[src/rtl/lccf_pkg.sv]
// lccf_pkg: shared constants, types and the palette table of the led chase unit
// no dependencies; imported by every module of the block
`default_nettype none

package lccf_pkg;

    localparam int NUM_PIXELS   = 8;
    localparam int PALETTE_SIZE = 6;
    localparam int QUEUE_DEPTH  = 2;

    localparam int HEAD_W = $clog2(NUM_PIXELS);
    localparam int CIDX_W = $clog2(PALETTE_SIZE);

    localparam logic [HEAD_W-1:0] LAST_PIXEL = HEAD_W'(NUM_PIXELS - 1);
    localparam logic [CIDX_W-1:0] LAST_COLOR = CIDX_W'(PALETTE_SIZE - 1);

    // configuration register indexes
    localparam logic [1:0] REG_STEP_INTERVAL     = 2'd0;
    localparam logic [1:0] REG_SWITCH_LAPS       = 2'd1;
    localparam logic [1:0] REG_TRANSITION_FRAMES = 2'd2;

    localparam logic [15:0] STEP_INTERVAL_RST     = 16'd100;
    localparam logic [7:0]  SWITCH_LAPS_RST       = 8'd3;
    localparam logic [9:0]  TRANSITION_FRAMES_RST = 10'd20;

    localparam logic [23:0] COLOR_CYAN    = 24'h00FFFF;
    localparam logic [23:0] COLOR_MAGENTA = 24'hFF00FF;
    localparam logic [23:0] COLOR_YELLOW  = 24'hFFFF00;
    localparam logic [23:0] COLOR_GREEN   = 24'h008000;
    localparam logic [23:0] COLOR_BLUE    = 24'h0000FF;
    localparam logic [23:0] COLOR_RED     = 24'hFF0000;

    // one frame handed from the front to the pixel sequencer
    typedef struct packed {
        logic [23:0]       color;
        logic [HEAD_W-1:0] head;
    } frame_t;

    // six base colors, repeating for larger palettes
    function automatic logic [23:0] palette_color(input logic [3:0] idx);
        logic [23:0] c;
        case (idx) inside
            4'd0, 4'd6, 4'd12: c = COLOR_CYAN;
            4'd1, 4'd7, 4'd13: c = COLOR_MAGENTA;
            4'd2, 4'd8, 4'd14: c = COLOR_YELLOW;
            4'd3, 4'd9, 4'd15: c = COLOR_GREEN;
            4'd4, 4'd10:       c = COLOR_BLUE;
            4'd5, 4'd11:       c = COLOR_RED;
            default:           c = COLOR_CYAN;
        endcase
        return c;
    endfunction

    function automatic logic [CIDX_W-1:0] next_color_index(input logic [CIDX_W-1:0] idx);
        return (idx == LAST_COLOR) ? '0 : idx + CIDX_W'(1);
    endfunction

endpackage

`default_nettype wire

[src/rtl/led_chase_color_crossfade_unit.sv]
// led_chase_color_crossfade_unit: top level of the led chase with palette crossfade
// depends on lccf_pkg, lccf_front, lccf_queue and lccf_back
`default_nettype none

// Each accepted frame request (now_ms, restart) yields NUM_PIXELS results, pixel 0 first,
// frame_end set on the last one. The front takes a request, then steps the head and decides
// the fade; during a crossfade it adds a shift-subtract divider for the blend ratio and the
// shared channel multiplier, used on each channel in turn. The pixel sequencer emits one
// result per cycle while out_stall is low, and loads each frame before its first result.
// A two-frame queue sits between them. Configuration writes are always ready and take
// effect at once.
module led_chase_color_crossfade_unit
    import lccf_pkg::*;
(
    input  wire logic        clk,
    input  wire logic        rst_n,
    input  wire logic        in_valid,
    output logic             in_stall,
    input  wire logic [31:0] now_ms,
    input  wire logic        restart,
    input  wire logic        cfg_valid,
    output logic             cfg_ready,
    input  wire logic [1:0]  cfg_index,
    input  wire logic [31:0] cfg_data,
    output logic             out_valid,
    input  wire logic        out_stall,
    output logic [2:0]       pixel_index,
    output logic [7:0]       red,
    output logic [7:0]       green,
    output logic [7:0]       blue,
    output logic             frame_end
);

    logic   push_valid;
    logic   push_ready;
    frame_t push_frame;
    logic   q_valid;
    logic   q_pop;
    frame_t q_frame;

    lccf_front u_front (
        .clk        (clk),
        .rst_n      (rst_n),
        .in_valid   (in_valid),
        .in_stall   (in_stall),
        .now_ms     (now_ms),
        .restart    (restart),
        .cfg_valid  (cfg_valid),
        .cfg_ready  (cfg_ready),
        .cfg_index  (cfg_index),
        .cfg_data   (cfg_data),
        .push_valid (push_valid),
        .push_ready (push_ready),
        .push_frame (push_frame)
    );

    lccf_queue u_queue (
        .clk        (clk),
        .rst_n      (rst_n),
        .push_valid (push_valid),
        .push_ready (push_ready),
        .push_frame (push_frame),
        .pop_valid  (q_valid),
        .pop        (q_pop),
        .pop_frame  (q_frame)
    );

    lccf_back u_back (
        .clk         (clk),
        .rst_n       (rst_n),
        .frame_valid (q_valid),
        .frame_pop   (q_pop),
        .frame       (q_frame),
        .out_valid   (out_valid),
        .out_stall   (out_stall),
        .pixel_index (pixel_index),
        .red         (red),
        .green       (green),
        .blue        (blue),
        .frame_end   (frame_end)
    );

endmodule

`default_nettype wire

[src/rtl/lccf_front.sv]
// lccf_front: frame request intake, config registers, chase/lap/fade state and color blend
// depends on lccf_pkg; pushes one frame_t per request toward the pixel sequencer
`default_nettype none

module lccf_front
    import lccf_pkg::*;
(
    input  wire logic        clk,
    input  wire logic        rst_n,
    input  wire logic        in_valid,
    output logic             in_stall,
    input  wire logic [31:0] now_ms,
    input  wire logic        restart,
    input  wire logic        cfg_valid,
    output logic             cfg_ready,
    input  wire logic [1:0]  cfg_index,
    input  wire logic [31:0] cfg_data,
    output logic             push_valid,
    input  wire logic        push_ready,
    output frame_t           push_frame
);

    typedef enum logic [2:0] {
        S_IDLE,
        S_STEP,
        S_FADE,
        S_DIV,
        S_MIX,
        S_PUSH
    } state_t;

    localparam int DIV_W = 18;
    localparam logic [4:0] DIV_LAST = 5'(DIV_W - 1);

    state_t            state_reg;
    logic [15:0]       step_interval_reg;
    logic [7:0]        switch_laps_reg;
    logic [9:0]        transition_frames_reg;

    logic [31:0]       now_reg;
    logic [HEAD_W-1:0] head_pos_reg;
    logic [31:0]       last_step_reg;
    logic [7:0]        lap_count_reg;
    logic [9:0]        fade_progress_reg;
    logic [CIDX_W-1:0] color_index_reg;
    logic [23:0]       current_color_reg;
    logic [23:0]       target_color_reg;
    logic [23:0]       color_reg;

    logic [DIV_W-1:0]  dvd_reg;
    logic [9:0]        rem_reg;
    logic [4:0]        div_cnt_reg;
    logic [1:0]        chan_reg;

    logic [31:0]       elapsed;
    logic              step_go;
    logic [7:0]        lap_inc;
    logic              fade_start;
    logic [10:0]       rem_shift;
    logic              rem_ge;
    logic [7:0]        chan_from;
    logic [7:0]        chan_to;
    logic signed [8:0] chan_diff;
    logic signed [17:0] chan_prod;
    logic signed [18:0] chan_sum;
    logic [4:0]        chan_lsb;

    assign in_stall   = (state_reg != S_IDLE);
    assign cfg_ready  = 1'b1;
    assign push_valid = (state_reg == S_PUSH);
    assign push_frame = '{color: color_reg, head: head_pos_reg};

    always_comb
    begin
        elapsed    = now_reg - last_step_reg;
        step_go    = elapsed > {16'd0, step_interval_reg};
        lap_inc    = (lap_count_reg == 8'hFF) ? lap_count_reg : lap_count_reg + 8'd1;
        fade_start = (lap_inc >= switch_laps_reg) && (fade_progress_reg == 10'd0);

        rem_shift  = {rem_reg, dvd_reg[DIV_W-1]};
        rem_ge     = rem_shift >= {1'b0, transition_frames_reg};

        // from*(256-r) + to*r == from*256 + (to-from)*r
        chan_lsb   = {chan_reg, 3'b000};
        chan_from  = current_color_reg[chan_lsb +: 8];
        chan_to    = target_color_reg[chan_lsb +: 8];
        chan_diff  = signed'({1'b0, chan_to}) - signed'({1'b0, chan_from});
        chan_prod  = chan_diff * signed'({1'b0, dvd_reg[7:0]});
        chan_sum   = signed'({3'b000, chan_from, 8'h00}) + 19'(chan_prod);
    end

    always_ff @(posedge clk or negedge rst_n)
    begin
        if (!rst_n)
        begin
            state_reg             <= S_IDLE;
            step_interval_reg     <= STEP_INTERVAL_RST;
            switch_laps_reg       <= SWITCH_LAPS_RST;
            transition_frames_reg <= TRANSITION_FRAMES_RST;
            now_reg               <= '0;
            head_pos_reg          <= '0;
            last_step_reg         <= '0;
            lap_count_reg         <= '0;
            fade_progress_reg     <= '0;
            color_index_reg       <= '0;
            current_color_reg     <= COLOR_CYAN;
            target_color_reg      <= COLOR_MAGENTA;
            color_reg             <= '0;
            dvd_reg               <= '0;
            rem_reg               <= '0;
            div_cnt_reg           <= '0;
            chan_reg              <= '0;
        end
        else
        begin
            if (cfg_valid)
            begin
                case (cfg_index)
                    REG_STEP_INTERVAL:     step_interval_reg     <= cfg_data[15:0];
                    REG_SWITCH_LAPS:       switch_laps_reg       <= cfg_data[7:0];
                    REG_TRANSITION_FRAMES: transition_frames_reg <= cfg_data[9:0];
                    default:               ;
                endcase
            end

            case (state_reg)
                S_IDLE:
                begin
                    if (in_valid)
                    begin
                        now_reg <= now_ms;
                        if (restart)
                        begin
                            color_index_reg   <= '0;
                            current_color_reg <= palette_color(4'd0);
                            target_color_reg  <= palette_color(4'd1);
                            lap_count_reg     <= '0;
                            fade_progress_reg <= '0;
                        end
                        state_reg <= S_STEP;
                    end
                end

                S_STEP:
                begin
                    if (step_go)
                    begin
                        last_step_reg <= now_reg;
                        head_pos_reg  <= (head_pos_reg == LAST_PIXEL) ? '0
                                                                      : head_pos_reg + HEAD_W'(1);
                        if (head_pos_reg == LAST_PIXEL)
                        begin
                            if (fade_start)
                            begin
                                target_color_reg  <= palette_color(
                                    4'(next_color_index(color_index_reg)));
                                fade_progress_reg <= 10'd1;
                                lap_count_reg     <= '0;
                            end
                            else
                            begin
                                lap_count_reg <= lap_inc;
                            end
                        end
                    end
                    state_reg <= S_FADE;
                end

                S_FADE:
                begin
                    if (fade_progress_reg == 10'd0)
                    begin
                        color_reg <= current_color_reg;
                        state_reg <= S_PUSH;
                    end
                    else if (fade_progress_reg < transition_frames_reg)
                    begin
                        // ratio = progress*256 / frames
                        dvd_reg     <= {fade_progress_reg, 8'h00};
                        rem_reg     <= '0;
                        div_cnt_reg <= '0;
                        state_reg   <= S_DIV;
                    end
                    else
                    begin
                        color_index_reg   <= next_color_index(color_index_reg);
                        current_color_reg <= target_color_reg;
                        color_reg         <= target_color_reg;
                        fade_progress_reg <= '0;
                        state_reg         <= S_PUSH;
                    end
                end

                S_DIV:
                begin
                    rem_reg <= rem_ge ? 10'(rem_shift - {1'b0, transition_frames_reg})
                                      : rem_shift[9:0];
                    dvd_reg <= {dvd_reg[DIV_W-2:0], rem_ge};
                    div_cnt_reg <= div_cnt_reg + 5'd1;
                    if (div_cnt_reg == DIV_LAST)
                    begin
                        chan_reg  <= '0;
                        state_reg <= S_MIX;
                    end
                end

                S_MIX:
                begin
                    color_reg[chan_lsb +: 8] <= chan_sum[15:8];
                    chan_reg <= chan_reg + 2'd1;
                    if (chan_reg == 2'd2)
                    begin
                        fade_progress_reg <= fade_progress_reg + 10'd1;
                        state_reg         <= S_PUSH;
                    end
                end

                S_PUSH:
                begin
                    if (push_ready)
                        state_reg <= S_IDLE;
                end

                default:
                begin
                    state_reg <= S_IDLE;
                end
            endcase
        end
    end

endmodule

`default_nettype wire

[src/rtl/lccf_queue.sv]
// lccf_queue: short frame queue between the front and the pixel sequencer
// depends on lccf_pkg for frame_t and QUEUE_DEPTH
`default_nettype none

module lccf_queue
    import lccf_pkg::*;
(
    input  wire logic clk,
    input  wire logic rst_n,
    input  wire logic push_valid,
    output logic      push_ready,
    input  frame_t    push_frame,
    output logic      pop_valid,
    input  wire logic pop,
    output frame_t    pop_frame
);

    localparam int PTR_W = (QUEUE_DEPTH > 1) ? $clog2(QUEUE_DEPTH) : 1;
    localparam int CNT_W = $clog2(QUEUE_DEPTH + 1);
    localparam logic [PTR_W-1:0] PTR_LAST = PTR_W'(QUEUE_DEPTH - 1);
    localparam logic [CNT_W-1:0] CNT_FULL = CNT_W'(QUEUE_DEPTH);

    frame_t            entry_mem [QUEUE_DEPTH];
    logic [PTR_W-1:0]  wr_ptr_reg;
    logic [PTR_W-1:0]  rd_ptr_reg;
    logic [CNT_W-1:0]  count_reg;
    logic              do_push;
    logic              do_pop;

    assign push_ready = (count_reg != CNT_FULL);
    assign pop_valid  = (count_reg != '0);
    assign pop_frame  = entry_mem[rd_ptr_reg];
    assign do_push    = push_valid && push_ready;
    assign do_pop     = pop && pop_valid;

    always_ff @(posedge clk)
    begin
        if (do_push)
            entry_mem[wr_ptr_reg] <= push_frame;
    end

    always_ff @(posedge clk or negedge rst_n)
    begin
        if (!rst_n)
        begin
            wr_ptr_reg <= '0;
            rd_ptr_reg <= '0;
            count_reg  <= '0;
        end
        else
        begin
            if (do_push)
                wr_ptr_reg <= (wr_ptr_reg == PTR_LAST) ? '0 : wr_ptr_reg + PTR_W'(1);
            if (do_pop)
                rd_ptr_reg <= (rd_ptr_reg == PTR_LAST) ? '0 : rd_ptr_reg + PTR_W'(1);
            case ({do_push, do_pop})
                2'b10:   count_reg <= count_reg + CNT_W'(1);
                2'b01:   count_reg <= count_reg - CNT_W'(1);
                default: ;
            endcase
        end
    end

endmodule

`default_nettype wire

[src/rtl/lccf_back.sv]
// lccf_back: pixel sequencer, expands one queued frame into one result per pixel
// depends on lccf_pkg; output register decouples it from the downstream stall
`default_nettype none

module lccf_back
    import lccf_pkg::*;
(
    input  wire logic   clk,
    input  wire logic   rst_n,
    input  wire logic   frame_valid,
    output logic        frame_pop,
    input  frame_t      frame,
    output logic        out_valid,
    input  wire logic   out_stall,
    output logic [2:0]  pixel_index,
    output logic [7:0]  red,
    output logic [7:0]  green,
    output logic [7:0]  blue,
    output logic        frame_end
);

    logic              busy_reg;
    logic [HEAD_W-1:0] pix_reg;
    frame_t            frame_reg;
    logic              out_valid_reg;
    logic [2:0]        pixel_index_reg;
    logic [7:0]        red_reg;
    logic [7:0]        green_reg;
    logic [7:0]        blue_reg;
    logic              frame_end_reg;

    logic              load;
    logic [HEAD_W:0]   trail_gap;
    logic              lit;
    logic [1:0]        shift;

    assign out_valid   = out_valid_reg;
    assign pixel_index = pixel_index_reg;
    assign red         = red_reg;
    assign green       = green_reg;
    assign blue        = blue_reg;
    assign frame_end   = frame_end_reg;

    assign load      = !out_valid_reg || !out_stall;
    assign frame_pop = !busy_reg && frame_valid;

    // trail sits behind the head and does not wrap past pixel 0
    always_comb
    begin
        trail_gap = {1'b0, frame_reg.head} - {1'b0, pix_reg};
        lit       = !trail_gap[HEAD_W] && (trail_gap < (HEAD_W+1)'(4));
        shift     = trail_gap[1:0];
    end

    always_ff @(posedge clk)
    begin
        if (frame_pop)
            frame_reg <= frame;
        if (busy_reg && load)
        begin
            pixel_index_reg <= 3'(pix_reg);
            red_reg         <= lit ? frame_reg.color[23:16] >> shift : 8'd0;
            green_reg       <= lit ? frame_reg.color[15:8] >> shift : 8'd0;
            blue_reg        <= lit ? frame_reg.color[7:0] >> shift : 8'd0;
            frame_end_reg   <= (pix_reg == LAST_PIXEL);
        end
    end

    always_ff @(posedge clk or negedge rst_n)
    begin
        if (!rst_n)
        begin
            busy_reg      <= 1'b0;
            pix_reg       <= '0;
            out_valid_reg <= 1'b0;
        end
        else
        begin
            if (frame_pop)
            begin
                busy_reg <= 1'b1;
                pix_reg  <= '0;
            end
            if (load)
                out_valid_reg <= busy_reg;
            if (busy_reg && load)
            begin
                if (pix_reg == LAST_PIXEL)
                    busy_reg <= 1'b0;
                else
                    pix_reg <= pix_reg + HEAD_W'(1);
            end
        end
    end

endmodule

`default_nettype wire

[config.mk]
export PLATFORM = sky130hd
export DESIGN_NAME = led_chase_color_crossfade_unit
export DESIGN_NICKNAME = d
export VERILOG_FILES = /design/src/rtl/lccf_pkg.sv /design/src/rtl/led_chase_color_crossfade_unit.sv /design/src/rtl/lccf_front.sv /design/src/rtl/lccf_queue.sv /design/src/rtl/lccf_back.sv
export SDC_FILE = /design/constraint.sdc
export NUM_CORES = 1
export LEC_CHECK = 0
export CAP_MARGIN = 20
export CELL_PAD_IN_SITES_DETAIL_PLACEMENT = 0
export CELL_PAD_IN_SITES_GLOBAL_PLACEMENT = 2
export CORE_MARGIN = 2
export CORE_UTILIZATION = 40
export DETAILED_ROUTE_END_ITERATION = 7
export DONT_BUFFER_PORTS = 1
export PLACE_DENSITY_LB_ADDON = 0.1
export SLEW_MARGIN = 20
export SYNTH_ARGS = -nofsm -noshare
export SYNTH_HDL_FRONTEND = slang
export SYNTH_SLANG_ARGS = --single-unit
[constraint.sdc]
create_clock -name clk -period 8.5 [get_ports clk]
set_input_delay 1.7 -clock clk [delete_from_list [all_inputs] [get_ports clk]]
set_output_delay 1.7 -clock clk [all_outputs]
set_load 0.01 [all_outputs]
-- Word level (Yosys, flattened, before mapping)
Memories as Yosys holds them, arrays and structs flattened. A register that Yosys moved wholly into a read port is not among the register bits.
Index checks and enable logic that the tools add are counted.
- add/subtract/negate cells: 17
- multipliers: 1
- order comparisons: 5
- equality and inequality tests: 35
- shifts and indexed selects: 7
- multiplexer cells: 73
- reductions and logical operators: 39
- operators by type and width (cell ; count):
    24-bit 2-to-1 mux ; 16
    24-bit case mux with 2 select lines ; 3
    10-bit 2-to-1 mux ; 11
    8-bit 2-to-1 mux ; 6
    24-bit by 6-bit indexed part select with 8-bit output ; 2
    3-bit 2-to-1 mux ; 15
    10-bit case mux with 4 select lines ; 1
    18-bit 2-to-1 mux ; 2
    18-bit case mux with 2 select lines ; 1
    32-bit by 16-bit greater-than comparator with 1-bit output ; 1
    32-bit subtractor ; 1
    3-bit equality test, second input constant ; 9
    24-bit bitwise mux ; 1
    8-bit by 7-bit variable shift with 24-bit output, first input constant ; 1
    8-bit by 7-bit indexed part select with 24-bit output ; 1
    8-bit by 2-bit >> shifter with 8-bit output ; 3
    10-bit case mux with 2 select lines ; 1
    3-bit case mux with 6 select lines ; 1
    16-bit adder ; 1
    9-bit by 9-bit multiplier with 16-bit output ; 1
    8-bit case mux with 2 select lines ; 1
    2-bit AND reduction ; 7
    2-bit nonzero test ; 7
    3-bit by 2-bit equality test with 1-bit output, second input constant ; 4
    other kinds (43) ; 80
- register bits after elaboration: 269
- memory bits (writable): 54
- input port bits: 72
- memories kept: 1
- memory list (memory ; words ; width ; read ports ; clocked after Yosys merged registers in ; wr ports ; line ; RTL):
    u_queue.entry_mem ; 2 ; 27 ; 1 ; 1 ; 1 ; lccf_queue.sv:23 ; frame_t entry_mem [QUEUE_DEPTH];

-- Longest topological paths before layout
- depth after elaboration: 13
- depth in mapped cells: 29
- mapped depth without buffers: 28

-- Cells and area by module
From an unflattened synthesis, not the netlist that was laid out.
- cells, all modules: 1761
- area, all modules: 18684.2 um^2
- modules (own cells, without submodules) (module ; times used ; cells each ; area each (um^2)):
    lccf_front ; 1 ; 1512 ; 13867.0
    lccf_back ; 1 ; 148 ; 2658.8
    lccf_queue ; 1 ; 101 ; 2158.3

-- Worst setup path after synthesis
No wires, ideal clock.
- kind: register to register
- from: register u_front.chan_reg[0]
- to: register u_front.color_reg[15]
- library setup time: 119 ps
- arrival: 6966 ps
- required time: 8381 ps
- slack: 1415 ps
- cell stages (with the launch flop): 23
- path buffers: 1
- period minus slack after synthesis: 7085 ps
- path through: dfrtp_1 clkbuf_1 inv_1 nor2_1 a21oi_1 ha_1 a21o_1 a21oi_1 nand2_1 fa_1 inv_1 fa_1 fa_1 fa_1 fa_1 ha_1 nor2b_1 o41ai_1 o2111ai_1 a21oi_1 xnor2_1 o221ai_1 o21a_1
- word-level cells in the longest chain between the ends: 7
- RTL lines (item ; line ; RTL):
    start, declared ; lccf_front.sv:53 ; logic [1:0] chan_reg;
    start signal, assigned ; lccf_front.sv:210 ; chan_reg <= chan_reg + 2'd1;
    24-bit by 6-bit indexed part select with 8-bit output (on tied branches) ; lccf_front.sv:86, lccf_front.sv:85 ;
    8-bit by 8-bit subtractor with 9-bit output ; lccf_front.sv:87 ; chan_diff = signed'({1'b0, chan_to}) - signed'({1'b0, chan_from});
    9-bit by 9-bit multiplier with 16-bit output ; lccf_front.sv:88 ; chan_prod = chan_diff * signed'({1'b0, dvd_reg[7:0]});
    16-bit adder ; lccf_front.sv:89 ; chan_sum = signed'({3'b000, chan_from, 8'h00}) + 19'(chan_prod);
    8-bit by 7-bit indexed part select with 24-bit output ; lccf_front.sv:209 ; color_reg[chan_lsb +: 8] <= chan_sum[15:8];
    24-bit bitwise mux * ; lccf_front.sv:209 ;
    24-bit case mux with 2 select lines * ; lccf_front.sv:126 ; case (state_reg)
    end signal, assigned ; lccf_front.sv:173 ; color_reg <= current_color_reg;
    end signal, assigned ; lccf_front.sv:188 ; color_reg <= target_color_reg;
    end signal, assigned by index ; lccf_front.sv:209 ;
    end, declared ; lccf_front.sv:48 ; logic [23:0] color_reg;
Mark *: on every way between the ends. The rest lies on a longest branch, timed or not.
A chain may end at the register's enable or synchronous reset.

-- Worst setup path in the final report
Same ends and word-level chain as after synthesis.

==> flow_summary.yaml <==
status:
  outcome: "complete, no violations"
logic_synthesis:
  synth_mux_area_share_pct: 8.52
  ys_warn_count: 0
  synthesis.nets: 2000
  synthCells: 1748
  synth_xor_area_share_pct: 2.84
  synth_edf_count: 109
  ys_ff_latch: 310
  synth_top_cell_area_share_pct: 25.6
  synth_area_leader_cell: "dfrtp_1"
  synth_adder_area_share_pct: 14.6
  synth_top_family_by_area: "adder cells"
  yosys.area_share.simple_pct: 11.5
  synth.yosys.seq_area_share_pct: 44.9
  synth_compound_area_share_pct: 12.2
  avgSynthCellArea_um2: 10.6
  synth_cell_types: 83
  synthesis.area_um2: 18500
  ys_top_cells_by_area: "dfrtp_1, edfxtp_1, ha_1"
  synth_flop_cell: "dfrtp_1"
  async_reset_ff_share_pct: 64.8
worst_setup_path:
  arrival_ps: 7890
  slowest_stage: "o41ai_1"
  cp-endpoint: "u_front.color_reg[15]"
  ff2ff_setup_slack_ps: 1050
  cp_top_family: "adder cells"
  crit_fanout: 10
  critPathMaxStageDelay_ps: 650
  timing.critical_path.mode_cell: "fa_1"
  worst-path-buf-inv: 3
  cp-start-kind: "register"
  r2r.worst_path.cells: 22
  cp_cell_sequence: "inv_1 > nor2_1 > a21oi_1 > buf_4 > ha_1 > a21o_1 > a21oi_1 > nand2_1 > fa_1 > inv_1 > fa_1 > fa_1 > fa_1 > fa_1 > ha_1 > nor2b_1 > o41ai_1 > o2111ai_1 > a21oi_1 > xnor2_1 > o221ai_1 > o21a_1"
  crit_type: "register to register"
  rr_endpoint: "u_front.color_reg[15]"
  startpoint: "u_front.chan_reg[0]"
  end_kind: "register"
  path_depth: 22
  rr_startpoint: "u_front.chan_reg[0]"
  required_ps: 8940
power_and_ir_drop:
  swShare_pct: 43.1
  p_per_area_nw_per_um2: 436
  internal-power_uw: 5050
  ir_worst_vdd_mv: 0.261
  p_clk_share_pct: 18.0
  p_comb_share_pct: 53.2
  p_sw_uw: 3820
  power_uw: 8880
  leakagePower_uw: 0.00881
  pwr-share-seq_pct: 28.8
sta:
  fin_crit_ps: 7450
  setup_slack_ps: 1050
  max_freq_mhz: 134
  drv_slew: 0
  fin_skew_ps: 20.2
  whs_ps: 485
  setup_viol: 0
  tightest_slew_ps: 965
  rsz0062_at_grt: "no"
  slew_headroom_pct: 35.7
  fin_tns_setup_ps: 0
  finalCritPeriodShare_pct: 87.6
  hold_viol_final: 0
place:
  gp_congestion: 0.797
  io_buffers: 0
  place_worst_setup_slack_ps: 952
  hpwl_um: 29400
  dp_cells: 2300
floorplan:
  die_area_um2: 48000
  die_h_um: 219
  rows: 78
  fp.coreArea_um2: 45500
  io_pins: 103
  die_width_um: 219
  initial_core_util_pct: 40.7
final_layout:
  layout-drive-gt1-share_pct: 11.6
  diodes: 0
  syn2layout_area_growth_pct: 10.1
  largest_reg_flops: 54
  stdcell_count: 2369
  nNetsFinal: 1992
global_route:
  track_usage_pct: 17.6
  antenna_found_initial: 1
  grt-ovfl-total: 0
  grt_pass1_vias: 12471
  grt_pass1_wl_um: 67200
  grt_max_degree: 202
clock_network:
  cts_num_sinks: 310
  holdBufCountCts: 0
  cts_tree: "built"
  htreeDepth: 2
  postCtsResizedCells: 0
  cts_root_buf: "clkbuf_16"
  clk_pin_slew_ps: 60
  cts_buffers: 38
  insertion_delay_ps: 560
  clk_path_buf_depth: 3
  cts_setup_buffers: 0
route:
  wire_per_inst_um: 17.1
  vias: 12144
  remaining_drc_errors: 0
  ant_nets: 0
  dr.pass1.iters: 5
  vias_per_cell: 5.13
  first_iter_violations: 577
  drt-total-wl_um: 40500
hold_path:
  worst_hold_path_type: "register to register"
flow_run:
  maxCapViolCount: 0
how the worst min path moves through the flow:
| stage | startpoint | endpoint | slack [ps] | depth (start not counted) |
|---|---|---|---|---|
| 2_1_floorplan | u_front.color_reg[7] | u_queue.entry_mem[0][10] | 440 | 0 |
| 5_1_grt | u_front.color_reg[2] | u_queue.entry_mem[1][5] | 500 | 0 |
| 3_5_place_dp | u_front.color_reg[16] | u_queue.entry_mem[1][19] | 480 | 0 |
| 6_report | u_front.color_reg[16] | u_queue.entry_mem[0][19] | 490 | 0 |
| 4_1_cts | u_front.color_reg[16] | u_queue.entry_mem[0][19] | 480 | 0 |
| 3_3_place_gp | u_front.color_reg[2] | u_queue.entry_mem[0][5] | 460 | 0 |
per-stage QoR:
| stage | utilization (%) | cell area, um^2 |
|---|---|---|
| final | 44.8 | 20400 |
| after global routing | 44.8 | 20400 |
| after CTS | 44.8 | 20400 |
| after detailed placement | 42.0 | 19100 |
| after global placement | 42.0 | 19100 |
| after floorplan | - | 18500 |
logic make-up (layout without fill, tap and decap cells):
| family | after synthesis | in the layout |
|---|---|---|
| adder cells (fa/ha/maj) | 180 | 180 |
| buffers and inverters | 257 | 278 |
| AND/OR/NAND/NOR | 450 | 450 |
| AO/OA/AOI/OAI | 360 | 360 |
| flip-flops | 310 | 310 |
| other | 1 | 1 |
| XOR/XNOR | 60 | 60 |
| multiplexers | 130 | 130 |
synthesized netlist by cell type, types with 5 or more instances:
cell        n
dfrtp_1   189
dfstp_2    12
nand3_1    20
nand2b_1   19
o21a_1     17
o211ai_1   10
ha_1      121
a21oi_1    94
o21bai_1    8
mux2_2     84
a211oi_1   11
o21ai_1    33
o21ai_0    76
a21o_1     16
xor2_1     23
or2_2       5
nand2_1   180
a22o_1      9
nor2b_1    31
a31oi_1    21
nor3_1     25
inv_1     194
and3_1     14
clkbuf_1   48
nand3b_1    5
edfxtp_1  109
xnor2_1    37
o31ai_1     6
mux2i_1    30
and2_1     23
mux4_2     12
nand4_1    11
nor2_1     93
o22ai_1     9
fa_1       59
buf_2       7
layer usage:
metal | vias up | part of all wire, % | global-route usage [%]
met5 | - | 0 | 0
met4 | 0 | 2.3 | 5.34
met3 | 48 | 3.5 | 3.22
met2 | 135 | 47 | 28.7
met1 | 5894 | 48 | 23.8
li1 | 6067 | - | -
cell type report:
type	instances	area, um^2
clock buffer	56	1080
clock inverter	13	164
fill	4409	25100
inverter	195	732
multi-input combinational	1181	9220
sequential	310	8320
tap	600	751
timing repair buffer	14	105
placed cells by master, fill, tap and decap left out, types with 21 or more instances in the layout:
cell,synthesis,layout
o21ai_0,76,75
dfrtp_1,189,189
inv_1,194,194
and2_1,23,22
fa_1,59,59
nor3_1,25,25
a21oi_1,94,93
nor2b_1,31,31
a31oi_1,21,21
xor2_1,23,23
edfxtp_1,109,109
mux2_2,84,84
nand2_1,180,180
mux2i_1,30,30
xnor2_1,37,37
ha_1,121,121
clkbuf_16,0,38
o21ai_1,33,34
nor2_1,93,90
power groups by stage:
stage / clock, uW / combinational (uW) / sequential (uW)
2_1_floorplan: 0 / 3760 / 2420
3_3_place_gp: 0 / 4730 / 2580
3_5_place_dp: 0 / 4760 / 2600
4_1_cts: 1650 / 4790 / 2570
5_1_grt: 1710 / 5410 / 2630
6_report: 1600 / 4720 / 2560
worst reg2reg max path, cell delays in order, from the launching register on:
cell	delay, ps
dfrtp_1	520
inv_1	150
nor2_1	240
a21oi_1	110
buf_4	200
ha_1	440
a21o_1	210
a21oi_1	430
nand2_1	290
fa_1	580
inv_1	50
fa_1	530
fa_1	440
fa_1	570
fa_1	420
ha_1	320
nor2b_1	150
o41ai_1	650
o2111ai_1	280
a21oi_1	220
xnor2_1	200
o221ai_1	180
o21a_1	150
(Power assumes the default switching activity.)
